==> src/hdl/swd_host_transaction_engine_macros.svh <==
// ----------------------------------------------------------------------------
// SWD host transaction engine - assertion macros
// Shared concurrent assertion forms, clocked on i_clk and off during reset.
// ----------------------------------------------------------------------------
`ifndef SWD_HOST_TRANSACTION_ENGINE_MACROS_SVH
`define SWD_HOST_TRANSACTION_ENGINE_MACROS_SVH

// Same-cycle implication
`define SWD_ASSERT_IMP(label, ante, cons, msg) \
    label: assert property (@(posedge i_clk) disable iff (!i_rst_n) (ante) |-> (cons)) \
        else $error(msg);

// Next-cycle implication
`define SWD_ASSERT_NXT(label, ante, cons, msg) \
    label: assert property (@(posedge i_clk) disable iff (!i_rst_n) (ante) |=> (cons)) \
        else $error(msg);

`endif

==> src/hdl/swd_pkg.sv <==
// ----------------------------------------------------------------------------
// SWD host package
// Request and result item types and the codes shared by the engine files.
// ----------------------------------------------------------------------------
package swd_pkg;

    // Default length of a line reset run, in bit periods
    localparam int unsigned LINE_RESET_BITS_DEF = 64;

    // Request function codes
    localparam logic [2:0] FUNC_TICK   = 3'd0;
    localparam logic [2:0] FUNC_READ   = 3'd1;
    localparam logic [2:0] FUNC_WRITE  = 3'd2;
    localparam logic [2:0] FUNC_LRESET = 3'd3;
    localparam logic [2:0] FUNC_RAW    = 3'd4;

    // Target acknowledge code for a good transfer
    localparam logic [2:0] ACK_OK = 3'b001;

    // Completion status codes
    localparam logic [1:0] STAT_OK     = 2'd0;
    localparam logic [1:0] STAT_FAULT  = 2'd1;
    localparam logic [1:0] STAT_PARITY = 2'd2;

    // Largest raw run
    localparam logic [5:0] RAW_MAX = 6'd32;

    // One input item: one bit period
    typedef struct packed {
        logic [2:0]  func;
        logic        is_ap;
        logic [1:0]  reg_addr;
        logic [31:0] wdata;
        logic        ignore_ack;
        logic [5:0]  raw_count;
        logic        dio_in;
    } t_req;

    // One result item
    typedef struct packed {
        logic        dio_out;
        logic        dio_drive;
        logic        clk_pulse;
        logic        busy_res;
        logic        done_res;
        logic [2:0]  ack_bits;
        logic [1:0]  status;
        logic [31:0] read_data;
    } t_res;

endpackage

==> src/hdl/swd_engine.sv <==
// ----------------------------------------------------------------------------
// SWD engine core
// Transaction state and the per-bit-period step: header, turnaround, ACK,
// data and parity phases, line reset and raw runs.
// ----------------------------------------------------------------------------
module swd_engine #(
    parameter int unsigned LINE_RESET_BITS = swd_pkg::LINE_RESET_BITS_DEF
) (
    input  logic          i_clk,
    input  logic          i_rst_n,
    input  logic          i_step,
    input  swd_pkg::t_req i_req,
    output swd_pkg::t_res o_res
);

    localparam int unsigned     CW          = $clog2(LINE_RESET_BITS + 1);
    localparam logic [CW-1:0]   LRESET_LAST = CW'(LINE_RESET_BITS);
    localparam logic [CW-1:0]   HDR_LAST    = CW'(8);
    localparam logic [CW-1:0]   ACK_LAST    = CW'(3);
    localparam logic [CW-1:0]   DATA_LAST   = CW'(32);

    typedef enum logic [3:0] {
        PH_IDLE     = 4'd0,
        PH_HDR      = 4'd1,
        PH_TURN_IN  = 4'd2,
        PH_ACK      = 4'd3,
        PH_RDATA    = 4'd4,
        PH_RPAR     = 4'd5,
        PH_TURN_OUT = 4'd6,
        PH_WDATA    = 4'd7,
        PH_WPAR     = 4'd8,
        PH_LRESET   = 4'd9,
        PH_RAW      = 4'd10
    } t_phase;

    t_phase        r_phase, n_phase, e_phase;
    logic [CW-1:0] r_cnt, n_cnt, e_cnt, w_cnt_inc;
    logic [31:0]   r_sw, n_sw, e_sw;
    logic [7:0]    r_hb, n_hb, e_hb;
    logic          r_par, n_par, e_par;
    logic [2:0]    r_ack, n_ack, e_ack;
    logic          r_rd, n_rd, e_rd;
    logic          r_skip, n_skip, e_skip;
    logic [5:0]    w_rcnt;
    logic          w_rnw;
    logic          w_hpar;

    // Start a request when idle, then run one bit period of the current phase
    always_comb begin
        e_phase = r_phase;
        e_cnt   = r_cnt;
        e_sw    = r_sw;
        e_hb    = r_hb;
        e_par   = r_par;
        e_ack   = r_ack;
        e_rd    = r_rd;
        e_skip  = r_skip;

        o_res           = '0;
        o_res.dio_drive = 1'b1;
        o_res.status    = swd_pkg::STAT_OK;

        w_rcnt = (i_req.raw_count > swd_pkg::RAW_MAX) ? swd_pkg::RAW_MAX : i_req.raw_count;
        w_rnw  = (i_req.func == swd_pkg::FUNC_READ);
        w_hpar = i_req.is_ap ^ w_rnw ^ i_req.reg_addr[0] ^ i_req.reg_addr[1];

        // Take a new request only while idle
        if (r_phase == PH_IDLE) begin
            unique case (i_req.func)
                swd_pkg::FUNC_READ, swd_pkg::FUNC_WRITE: begin
                    // park, stop, parity, A3, A2, RnW, APnDP, start
                    e_hb    = {1'b1, 1'b0, w_hpar, i_req.reg_addr[1], i_req.reg_addr[0],
                               w_rnw, i_req.is_ap, 1'b1};
                    e_rd    = w_rnw;
                    e_skip  = w_rnw ? 1'b0 : i_req.ignore_ack;
                    e_sw    = w_rnw ? '0 : i_req.wdata;
                    e_ack   = '0;
                    e_par   = 1'b0;
                    e_cnt   = '0;
                    e_phase = PH_HDR;
                end
                swd_pkg::FUNC_LRESET: begin
                    e_cnt   = '0;
                    e_phase = PH_LRESET;
                end
                swd_pkg::FUNC_RAW: begin
                    if (w_rcnt == '0) begin
                        o_res.done_res = 1'b1;
                    end else begin
                        e_hb    = {2'b00, w_rcnt};
                        e_sw    = i_req.wdata;
                        e_cnt   = '0;
                        e_phase = PH_RAW;
                    end
                end
                default: ;
            endcase
        end

        n_phase   = e_phase;
        n_cnt     = e_cnt;
        n_sw      = e_sw;
        n_hb      = e_hb;
        n_par     = e_par;
        n_ack     = e_ack;
        n_rd      = e_rd;
        n_skip    = e_skip;
        w_cnt_inc = e_cnt + 1'b1;

        unique case (e_phase)
            PH_HDR: begin
                o_res.clk_pulse = 1'b1;
                o_res.dio_out   = e_hb[e_cnt[2:0]];
                n_cnt           = w_cnt_inc;
                if (w_cnt_inc == HDR_LAST) begin
                    n_cnt   = '0;
                    n_phase = PH_TURN_IN;
                end
            end
            PH_TURN_IN: begin
                o_res.clk_pulse = 1'b1;
                o_res.dio_drive = 1'b0;
                n_cnt           = '0;
                n_phase         = PH_ACK;
            end
            PH_ACK: begin
                // Collect ACK LSB first
                o_res.clk_pulse = 1'b1;
                o_res.dio_drive = 1'b0;
                n_ack           = e_ack | (3'(i_req.dio_in) << e_cnt[1:0]);
                n_cnt           = w_cnt_inc;
                if (w_cnt_inc == ACK_LAST) begin
                    n_cnt   = '0;
                    n_par   = 1'b0;
                    n_phase = (e_rd && n_ack == swd_pkg::ACK_OK) ? PH_RDATA : PH_TURN_OUT;
                end
            end
            PH_RDATA: begin
                o_res.clk_pulse = 1'b1;
                o_res.dio_drive = 1'b0;
                n_sw            = {i_req.dio_in, e_sw[31:1]};
                n_par           = e_par ^ i_req.dio_in;
                n_cnt           = w_cnt_inc;
                if (w_cnt_inc == DATA_LAST) begin
                    n_cnt   = '0;
                    n_phase = PH_RPAR;
                end
            end
            PH_RPAR: begin
                o_res.clk_pulse = 1'b1;
                o_res.dio_drive = 1'b0;
                n_par           = e_par ^ i_req.dio_in;
                n_phase         = PH_TURN_OUT;
            end
            PH_TURN_OUT: begin
                o_res.clk_pulse = 1'b1;
                if (e_rd) begin
                    o_res.done_res = 1'b1;
                    o_res.ack_bits = e_ack;
                    if (e_ack != swd_pkg::ACK_OK) begin
                        o_res.status = swd_pkg::STAT_FAULT;
                    end else begin
                        o_res.status    = e_par ? swd_pkg::STAT_PARITY : swd_pkg::STAT_OK;
                        o_res.read_data = e_sw;
                    end
                    n_phase = PH_IDLE;
                end else if (e_ack != swd_pkg::ACK_OK && !e_skip) begin
                    o_res.done_res = 1'b1;
                    o_res.ack_bits = e_ack;
                    o_res.status   = swd_pkg::STAT_FAULT;
                    n_phase        = PH_IDLE;
                end else begin
                    n_cnt   = '0;
                    n_par   = 1'b0;
                    n_phase = PH_WDATA;
                end
            end
            PH_WDATA: begin
                o_res.clk_pulse = 1'b1;
                o_res.dio_out   = e_sw[0];
                n_par           = e_par ^ e_sw[0];
                n_sw            = {1'b0, e_sw[31:1]};
                n_cnt           = w_cnt_inc;
                if (w_cnt_inc == DATA_LAST) begin
                    n_cnt   = '0;
                    n_phase = PH_WPAR;
                end
            end
            PH_WPAR: begin
                o_res.clk_pulse = 1'b1;
                o_res.dio_out   = e_par;
                o_res.done_res  = 1'b1;
                o_res.ack_bits  = e_ack;
                n_phase         = PH_IDLE;
            end
            PH_LRESET: begin
                o_res.clk_pulse = 1'b1;
                o_res.dio_out   = 1'b1;
                n_cnt           = w_cnt_inc;
                if (w_cnt_inc == LRESET_LAST) begin
                    n_cnt          = '0;
                    o_res.done_res = 1'b1;
                    n_phase        = PH_IDLE;
                end
            end
            PH_RAW: begin
                o_res.clk_pulse = 1'b1;
                o_res.dio_out   = e_sw[0];
                n_sw            = {1'b0, e_sw[31:1]};
                n_cnt           = w_cnt_inc;
                if (w_cnt_inc == CW'(e_hb[5:0])) begin
                    n_cnt          = '0;
                    o_res.done_res = 1'b1;
                    n_phase        = PH_IDLE;
                end
            end
            default: begin
                n_phase = PH_IDLE;
            end
        endcase

        o_res.busy_res = (n_phase != PH_IDLE);
    end

    // Hold transaction state; advance once per processed item
    always_ff @(posedge i_clk) begin
        if (!i_rst_n) begin
            r_phase <= PH_IDLE;
            r_cnt   <= '0;
            r_sw    <= '0;
            r_hb    <= '0;
            r_par   <= 1'b0;
            r_ack   <= '0;
            r_rd    <= 1'b0;
            r_skip  <= 1'b0;
        end else if (i_step) begin
            r_phase <= n_phase;
            r_cnt   <= n_cnt;
            r_sw    <= n_sw;
            r_hb    <= n_hb;
            r_par   <= n_par;
            r_ack   <= n_ack;
            r_rd    <= n_rd;
            r_skip  <= n_skip;
        end
    end

endmodule

==> src/hdl/swd_host_transaction_engine.sv <==
// An accepted input item is held in the input register; the engine step then
//   writes its result into the result register once the result stage can take it.
// Throughput: one item per cycle unless the result side stalls; the engine state advances once per item.
// A stalled result stage holds the input register, which then drops ready.
// Reset (i_rst_n low, synchronous): both stages empty, engine idle, its state cleared.
// ----------------------------------------------------------------------------
// SWD host transaction engine - top level
// Input register, engine step and result register with valid/ready on each side.
// ----------------------------------------------------------------------------
`include "swd_host_transaction_engine_macros.svh"

module swd_host_transaction_engine #(
    parameter int unsigned LINE_RESET_BITS = swd_pkg::LINE_RESET_BITS_DEF
) (
    input  logic        i_clk,
    input  logic        i_rst_n,
    // request side
    input  logic        i_in_valid,
    output logic        o_in_ready,
    input  logic [2:0]  i_func,
    input  logic        i_is_ap,
    input  logic [1:0]  i_reg_addr,
    input  logic [31:0] i_wdata,
    input  logic        i_ignore_ack,
    input  logic [5:0]  i_raw_count,
    input  logic        i_dio_in,
    // result side
    output logic        o_out_valid,
    input  logic        i_out_ready,
    output logic        o_dio_out,
    output logic        o_dio_drive,
    output logic        o_clk_pulse,
    output logic        o_busy_res,
    output logic        o_done_res,
    output logic [2:0]  o_ack_bits,
    output logic [1:0]  o_status,
    output logic [31:0] o_read_data
);

    logic          r_in_valid;
    swd_pkg::t_req r_in;
    logic          r_out_valid;
    swd_pkg::t_res r_out;
    swd_pkg::t_res w_res;
    logic          w_adv;
    logic          w_fields_clear;
    logic          w_idle_out;

    // Move an item through the engine when the result stage can take it
    assign w_adv      = r_in_valid && (!r_out_valid || i_out_ready);
    assign o_in_ready = !r_in_valid || w_adv;

    swd_engine #(
        .LINE_RESET_BITS (LINE_RESET_BITS)
    ) u_engine (
        .i_clk   (i_clk),
        .i_rst_n (i_rst_n),
        .i_step  (w_adv),
        .i_req   (r_in),
        .o_res   (w_res)
    );

    // Stage valid flags
    always_ff @(posedge i_clk) begin
        if (!i_rst_n) begin
            r_in_valid  <= 1'b0;
            r_out_valid <= 1'b0;
        end else begin
            if (o_in_ready) begin
                r_in_valid <= i_in_valid;
            end
            if (w_adv) begin
                r_out_valid <= 1'b1;
            end else if (i_out_ready) begin
                r_out_valid <= 1'b0;
            end
        end
    end

    // Capture payloads
    always_ff @(posedge i_clk) begin
        if (i_in_valid && o_in_ready) begin
            r_in.func       <= i_func;
            r_in.is_ap      <= i_is_ap;
            r_in.reg_addr   <= i_reg_addr;
            r_in.wdata      <= i_wdata;
            r_in.ignore_ack <= i_ignore_ack;
            r_in.raw_count  <= i_raw_count;
            r_in.dio_in     <= i_dio_in;
        end
        if (w_adv) begin
            r_out <= w_res;
        end
    end

    assign o_out_valid = r_out_valid;
    assign o_dio_out   = r_out.dio_out;
    assign o_dio_drive = r_out.dio_drive;
    assign o_clk_pulse = r_out.clk_pulse;
    assign o_busy_res  = r_out.busy_res;
    assign o_done_res  = r_out.done_res;
    assign o_ack_bits  = r_out.ack_bits;
    assign o_status    = r_out.status;
    assign o_read_data = r_out.read_data;

    // Terms for the checks
    assign w_fields_clear = (o_ack_bits == 3'd0) && (o_status == swd_pkg::STAT_OK) &&
                            (o_read_data == 32'd0);
    assign w_idle_out     = o_dio_drive && !o_dio_out && !o_busy_res;

    // Checks
    `SWD_ASSERT_IMP(a_ready_when_free, !r_out_valid || i_out_ready, o_in_ready, "input stalled")
    `SWD_ASSERT_NXT(a_result_loaded, w_adv, r_out_valid, "processed item not presented")
    `SWD_ASSERT_IMP(a_quiet_fields, r_out_valid && !o_done_res, w_fields_clear, "fields without done")
    `SWD_ASSERT_IMP(a_release_low, r_out_valid && !o_dio_drive, o_clk_pulse && !o_dio_out, "bad release")
    `SWD_ASSERT_IMP(a_idle_period, r_out_valid && !o_clk_pulse, w_idle_out, "unclocked period not idle")

endmodule

==> config.mk <==
export PLATFORM = sky130hd
export DESIGN_NAME = swd_host_transaction_engine
export DESIGN_NICKNAME = d
export VERILOG_FILES = /design/src/hdl/swd_pkg.sv /design/src/hdl/swd_engine.sv /design/src/hdl/swd_host_transaction_engine.sv
export VERILOG_INCLUDE_DIRS = /design/src /design/src/hdl
export SDC_FILE = /design/constraint.sdc
export NUM_CORES = 1
export LEC_CHECK = 0
export BUFFER_PORTS_ARGS = -buffer_cell sky130_fd_sc_hd__buf_2
export CAP_MARGIN = 20
export CORE_MARGIN = 5
export CORE_UTILIZATION = 60
export CTS_BUF_LIST = sky130_fd_sc_hd__clkbuf_4
export DETAILED_ROUTE_END_ITERATION = 8
export PLACE_DENSITY = 0.88
export SLEW_MARGIN = 40
export SYNTH_ARGS = -nofsm -noshare
export SYNTH_HDL_FRONTEND = slang
export SYNTH_SLANG_ARGS = --single-unit
==> constraint.sdc <==
create_clock -name i_clk -period 5.05 [get_ports i_clk]
set_clock_uncertainty 0.1 [all_clocks]
set_input_delay 0.7575 -clock i_clk [delete_from_list [all_inputs] [get_ports i_clk]]
set_output_delay 0.7575 -clock i_clk [all_outputs]
set_load 0.005 [all_outputs]
==> results of run 1 <==
## synthesized netlist by cell type (2+ instances only)
cell type and n:
inv_1 13, a32oi_1 3, nor3_1 14, a311oi_1 3, a22o_1 3, a211oi_1 10, nand4_1 8, edfxtp_1 88
nand3_1 20, nor4_1 5, and4_1 3, clkbuf_1 32, nand2b_1 2, a22oi_1 34, dfxtp_1 59, o22ai_1 2
nor2_1 113, mux2i_1 62, o21ai_1 2, xnor3_1 2, xnor2_1 7, nor2b_1 2, a31oi_1 10, nand2_1 44
o211ai_1 7, o2111ai_1 3, a32o_1 3, a41oi_1 3, or3_1 4, xor2_1 3, o21a_1 2, a21oi_1 27
or2_2 2, nor3b_1 2, o21ai_0 22, and3_1 4, buf_6 3, and2_1 8, buf_1 5, buf_2 3
## worst paths after layout
check | startpoint | endpoint | slack (ns) | depth (start not counted)
max reg2reg | r_in[1] | u_engine.r_cnt[2] | 0.37 | 14
min | i_wdata[0] | r_in[8] | 0.26 | 1
max | r_in[1] | u_engine.r_cnt[2] | 0.37 | 14
min reg2reg | u_engine.r_sw[0] | u_engine.r_sw[0] | 0.36 | 2
## per-layer routing
metal,global-route usage,routed length [µm],up-vias
li1,-,-,2692
met1,0.339,7620,2775
met2,0.425,9020,304
met3,0.0530,1390,53
met4,0.118,533,0
met5,0,0,-
## worst max-delay path, delay by kind of cell (launching register included)
kind                       cells  cell delay, ns
DFF                            1            0.48
buffers and inverters          1            0.14
AOI/OAI and AO/OA              5            1.31
and+or+nand+nor                7            2.13
adders and majority gates      1            0.41
## state kept, by name, indices dropped and copies added (netlist names), 2 cells and up
name              count
u_engine.r_cnt        7
o_status              2
u_engine.r_hb         8
r_in                 46
u_engine.r_phase      4
u_engine.r_ack        3
o_read_data          32
u_engine.r_sw        32
o_ack_bits            3
## power breakdown
part           internal, mW  total [mW]  switching, mW  leakage, nW
combinational         0.140       0.390          0.250         1.46
sequential             1.32        1.35         0.0272         1.34
clock                 0.247       0.676          0.429        0.133
total                  1.71        2.41          0.706         2.93
## cell type report
| type | count | area [µm²] | share of cell area |
|---|---|---|---|
| Clock buffer | 18 | 135 | 0.0170 |
| Tap cell | 143 | 179 | 0.0225 |
| Clock inverter | 14 | 111 | 0.0140 |
| Multi-Input combinational cell | 471 | 3070 | 0.385 |
| Sequential cell | 147 | 3820 | 0.480 |
| Inverter | 13 | 53.8 | 0.00676 |
| Timing Repair Buffer | 107 | 591 | 0.0742 |
## cell families after synthesis
logic type | after synthesis | synth area share
and+or+nand+nor | 242 | 0.160
xor gates and xnor gates | 12 | 0.0187
adders and majority gates | 1 | 0.00176
buffers and inverters | 56 | 0.0333
muxes | 62 | 0.0875
DFF | 147 | 0.539
AOI/OAI and AO/OA | 154 | 0.160
## stage by stage
step | std cells | worst slack, ns
after floorplan | 674 | 1.27
after global placement | 880 | 0.691
after detailed placement | 881 | 0.499
after CTS | 913 | 0.456
after global routing | 913 | 0.104
final | 913 | 0.372
==> out/metrics.yaml, run 1 <==
syn_inst: 674
die_x_um: 119
cts_resized: 0
max_cap_viol_count: 0
routed_wl_um: 18600
gp_congestion: 0.936
drc_errors: 0
crit_slowest_cell: "nor4_4"
cts-root-buf: "clkbuf_4"
yosysWarnings: 0
viasPerCell: 6.38
cts_tree: "yes"
synth-async-reset-ratio: 0
end_kind: "flop"
yosys.area.top_type_share: 0.373
ir_worst_vdd_uv: 219
core_mm2: 0.0115
cts_made_buffers: 17
antenna_left: 0
port-buffer-count: 93
worstSkewPairLatency_ns: 0.56
finalCritPeriodShare: 0.926
clkSinkCount: 147
power_leakage_nw: 2.93
design_area_mm2: 0.00796
num_antenna_cells: 0
tns_ns: 0
required_ns: 5.41
final_nets: 808
cp-start-kind: "flop"
layout-drive-gt1-share: 0.205
ys_top_cells_by_area: "edfxtp_1 (37%), dfxtp_1 (17%), mux2i_1 (8.7%), nor2_1 (6.0%), a22oi_1 (3.6%)"
grt_max_degree: 75
status: "finished, final reports clean"
synth-edff-count: 88
hpwl_um: 12900
dieArea_mm2: 0.0141
die_h_um: 119
grt_pass1_vias: 5823
syn_area_mm2: 0.00709
min_path_type: "primary input to flop"
rsz0062_at_grt: "no"
finalCriticalPeriod_ns: 4.68
fmax_ghz: 0.214
total_power_mw: 2.41
cts.clk_slew.worst_paths_ns: 0.13
finalSetupViolCount: 0
mostFrequentLayoutCell: "nor2_1"
utilization: 0.691
drt-initial-drc-count: 571
holdWs_ns: 0.263
synth.ff_latch_count: 147
synth_cell_type_count: 72
dr.pass1.iters: 5
postCtsSetupRepairBufs: 0
finalHoldViolations: 0
cts_hold_buf: 0
rows: 39
grtUsageTotal: 0.261
ctsLongestPathBuffers: 2
wl_per_cell_um: 20.3
maxSlewViolCount: 0
synth_flop_cell: "edfxtp_1"
start_util: 0.616
path_cells: "nor4_4, a211oi_4, nor2_1, nand2_1, inv_1, ha_1, nand3_1, or3_1, and2_1, o2111a_1, o21a_1, o31ai_2, nand2_2, a2111oi_2"
crit_type: "flop to flop"
antenna_found_initial: 0
maxSlewHeadroom: 0.524
post-synth-top-area-cell: "edfxtp_1"
syn_nets: 725
htreeDepth: 4
ios: 94
syn_avg_cell_area_um2: 10.5
final_cell_mix: "nor2_1 (112), buf_2 (93), edfxtp_1 (88)"
fillers: 853
critPathMaxFanout: 11
grt-ovfl-total: 0
worst_pin_slew_ns: 0.711
synth-seq-area-share: 0.539
placed_area_mm2: 0.00771
slowest_delay_ns: 0.54
grt_pass1_wl_um: 29500
cp.arrival_ns: 5.04
powerDensity_mw_per_mm2: 303
vias: 5824
area_growth_pct: 12.2
Note: power is estimated with default switching activity, not from simulation.
==> inputs of run 2 (changes only) <==
CORE_UTILIZATION = 40   (was 60)
PLACE_DENSITY = 0.64   (was 0.88)
==> run 2 against run 1 <==
Global-route usage decreased by 7.9 points. Non-clock buffer count unchanged. Wire length decreased by 0.67%. Sequential cell count unchanged. Sequential share of layout area decreased by 0.74 points. Critical path type unchanged.
==> out/metrics.yaml, run 2 (same netlist as run 1, synthesis figures left out) <==
ir_worst_vdd_uv: 198
seqPwrFrac: 0.542
port-buffer-count: 93
largest_reg_flops: 46
cts-root-buf: "clkbuf_4"
final_nets: 808
critPathMaxFanout: 11
hpwl_um: 12900
drt-initial-drc-count: 576
grt_pass1_wl_um: 29400
dr.pass1.iters: 5
final_cell_mix: "nor2_1 (112), buf_2 (93), edfxtp_1 (88)"
grt-ovfl-total: 0
start_util: 0.409
maxSlewViolCount: 0
worst_pin_slew_ns: 0.705
gp_congestion: 0.922
cp_num_buf_inv: 2
utilization: 0.466
area_growth_pct: 14.0
drc_errors: 0
rsz0062_at_grt: "no"
core_mm2: 0.0174
p_clk_frac: 0.305
clkSinkCount: 147
finalHoldViolations: 0
max_cap_viol_count: 0
maxSlewHeadroom: 0.530
cts_made_buffers: 17
die_x_um: 143
critPathTopFamily: "simple AND/OR/NAND/NOR gates"
p_sw_frac: 0.294
cp.arrival_ns: 5.01
status: "finished, final reports clean"
cts_resized: 0
finalCriticalPeriod_ns: 4.64
finalSetupViolCount: 0
placed_area_mm2: 0.00780
grtUsageTotal: 0.182
tns_ns: 0
required_ns: 5.42
die_h_um: 143
top_register: "r_in"
end_kind: "flop"
num_antenna_cells: 0
htreeDepth: 4
finalCritPeriodShare: 0.918
mostFrequentLayoutCell: "nor2_1"
layout-drive-gt1-share: 0.209
ios: 94
slowest_delay_ns: 0.53
min_path_type: "primary input to flop"
wl_per_cell_um: 18.5
total_power_mw: 2.49
fillers: 1608
crit_slowest_cell: "nor4_4"
crit_type: "flop to flop"
viasPerCell: 5.66
switchingPower_uw: 732
powerDensity_mw_per_mm2: 307
cts_hold_buf: 0
grt_max_degree: 74
worstSkewPairLatency_ns: 0.57
intPower_mw: 1.75
grt_pass1_vias: 5535
ctsLongestPathBuffers: 2
fmax_ghz: 0.216
power_leakage_nw: 2.94
design_area_mm2: 0.00809
dieArea_mm2: 0.0205
rows: 48
vias: 5628
cts_tree: "yes"
power_frac_comb: 0.153
postCtsSetupRepairBufs: 0
routed_wl_um: 18400
cp-start-kind: "flop"
path_cells: "nor4_4, a211oi_4, buf_4, nor2_1, nand2_1, inv_1, ha_1, nand3_1, or3_1, and2_1, o2111a_1, o21a_1, o31ai_2, nand2_2, a2111oi_2"
antenna_found_initial: 1
antenna_left: 0
cts.clk_slew.worst_paths_ns: 0.14
==> run 2: final timing paths <==
kind	cells past startpoint	endpoint	slack (ns)	startpoint
hold reg to reg	2	u_engine.r_sw[0]	0.37	u_engine.r_sw[0]
hold / removal	1	r_in[0]	0.25	i_dio_in
setup reg to reg	15	u_engine.r_cnt[2]	0.41	r_in[1]
setup / recovery	15	u_engine.r_cnt[2]	0.41	r_in[1]
==> run 2: routing by layer <==
metal,GRT usage,share of wire
met5,0,0.00070
met4,0.0670,0.021
met3,0.0399,0.071
met2,0.271,0.45
met1,0.262,0.46
==> run 2: power by group through the flow <==
stage          Clock [mW]  Combinational [mW]  Sequential, mW
2_1_floorplan           0               0.259            1.37
3_3_place_gp            0               0.371            1.37
3_5_place_dp            0               0.375            1.38
4_1_cts             0.776               0.377            1.35
5_1_grt             0.832               0.413            1.35
6_report            0.758               0.380            1.35
==> run 2: metrics by stage <==
stage,setup slack [ns],std cells,hold slack [ns]
final,0.415,995,0.251
after global routing,0.0776,995,0.213
after CTS,0.457,995,0.206
after detailed placement,0.481,963,0.352
after global placement,0.580,963,0.343
after floorplan,1.27,674,0.332
==> run 2: final cells by class <==
| type | instances | area [µm²] | share of cell area |
|---|---|---|---|
| Sequential cell | 147 | 3820 | 0.473 |
| Clock buffer | 17 | 128 | 0.0158 |
| Timing Repair Buffer | 107 | 571 | 0.0706 |
| Multi-Input combinational cell | 471 | 3070 | 0.380 |
| Inverter | 13 | 53.8 | 0.00665 |
| Clock inverter | 15 | 156 | 0.0193 |
| Tap cell | 225 | 282 | 0.0348 |
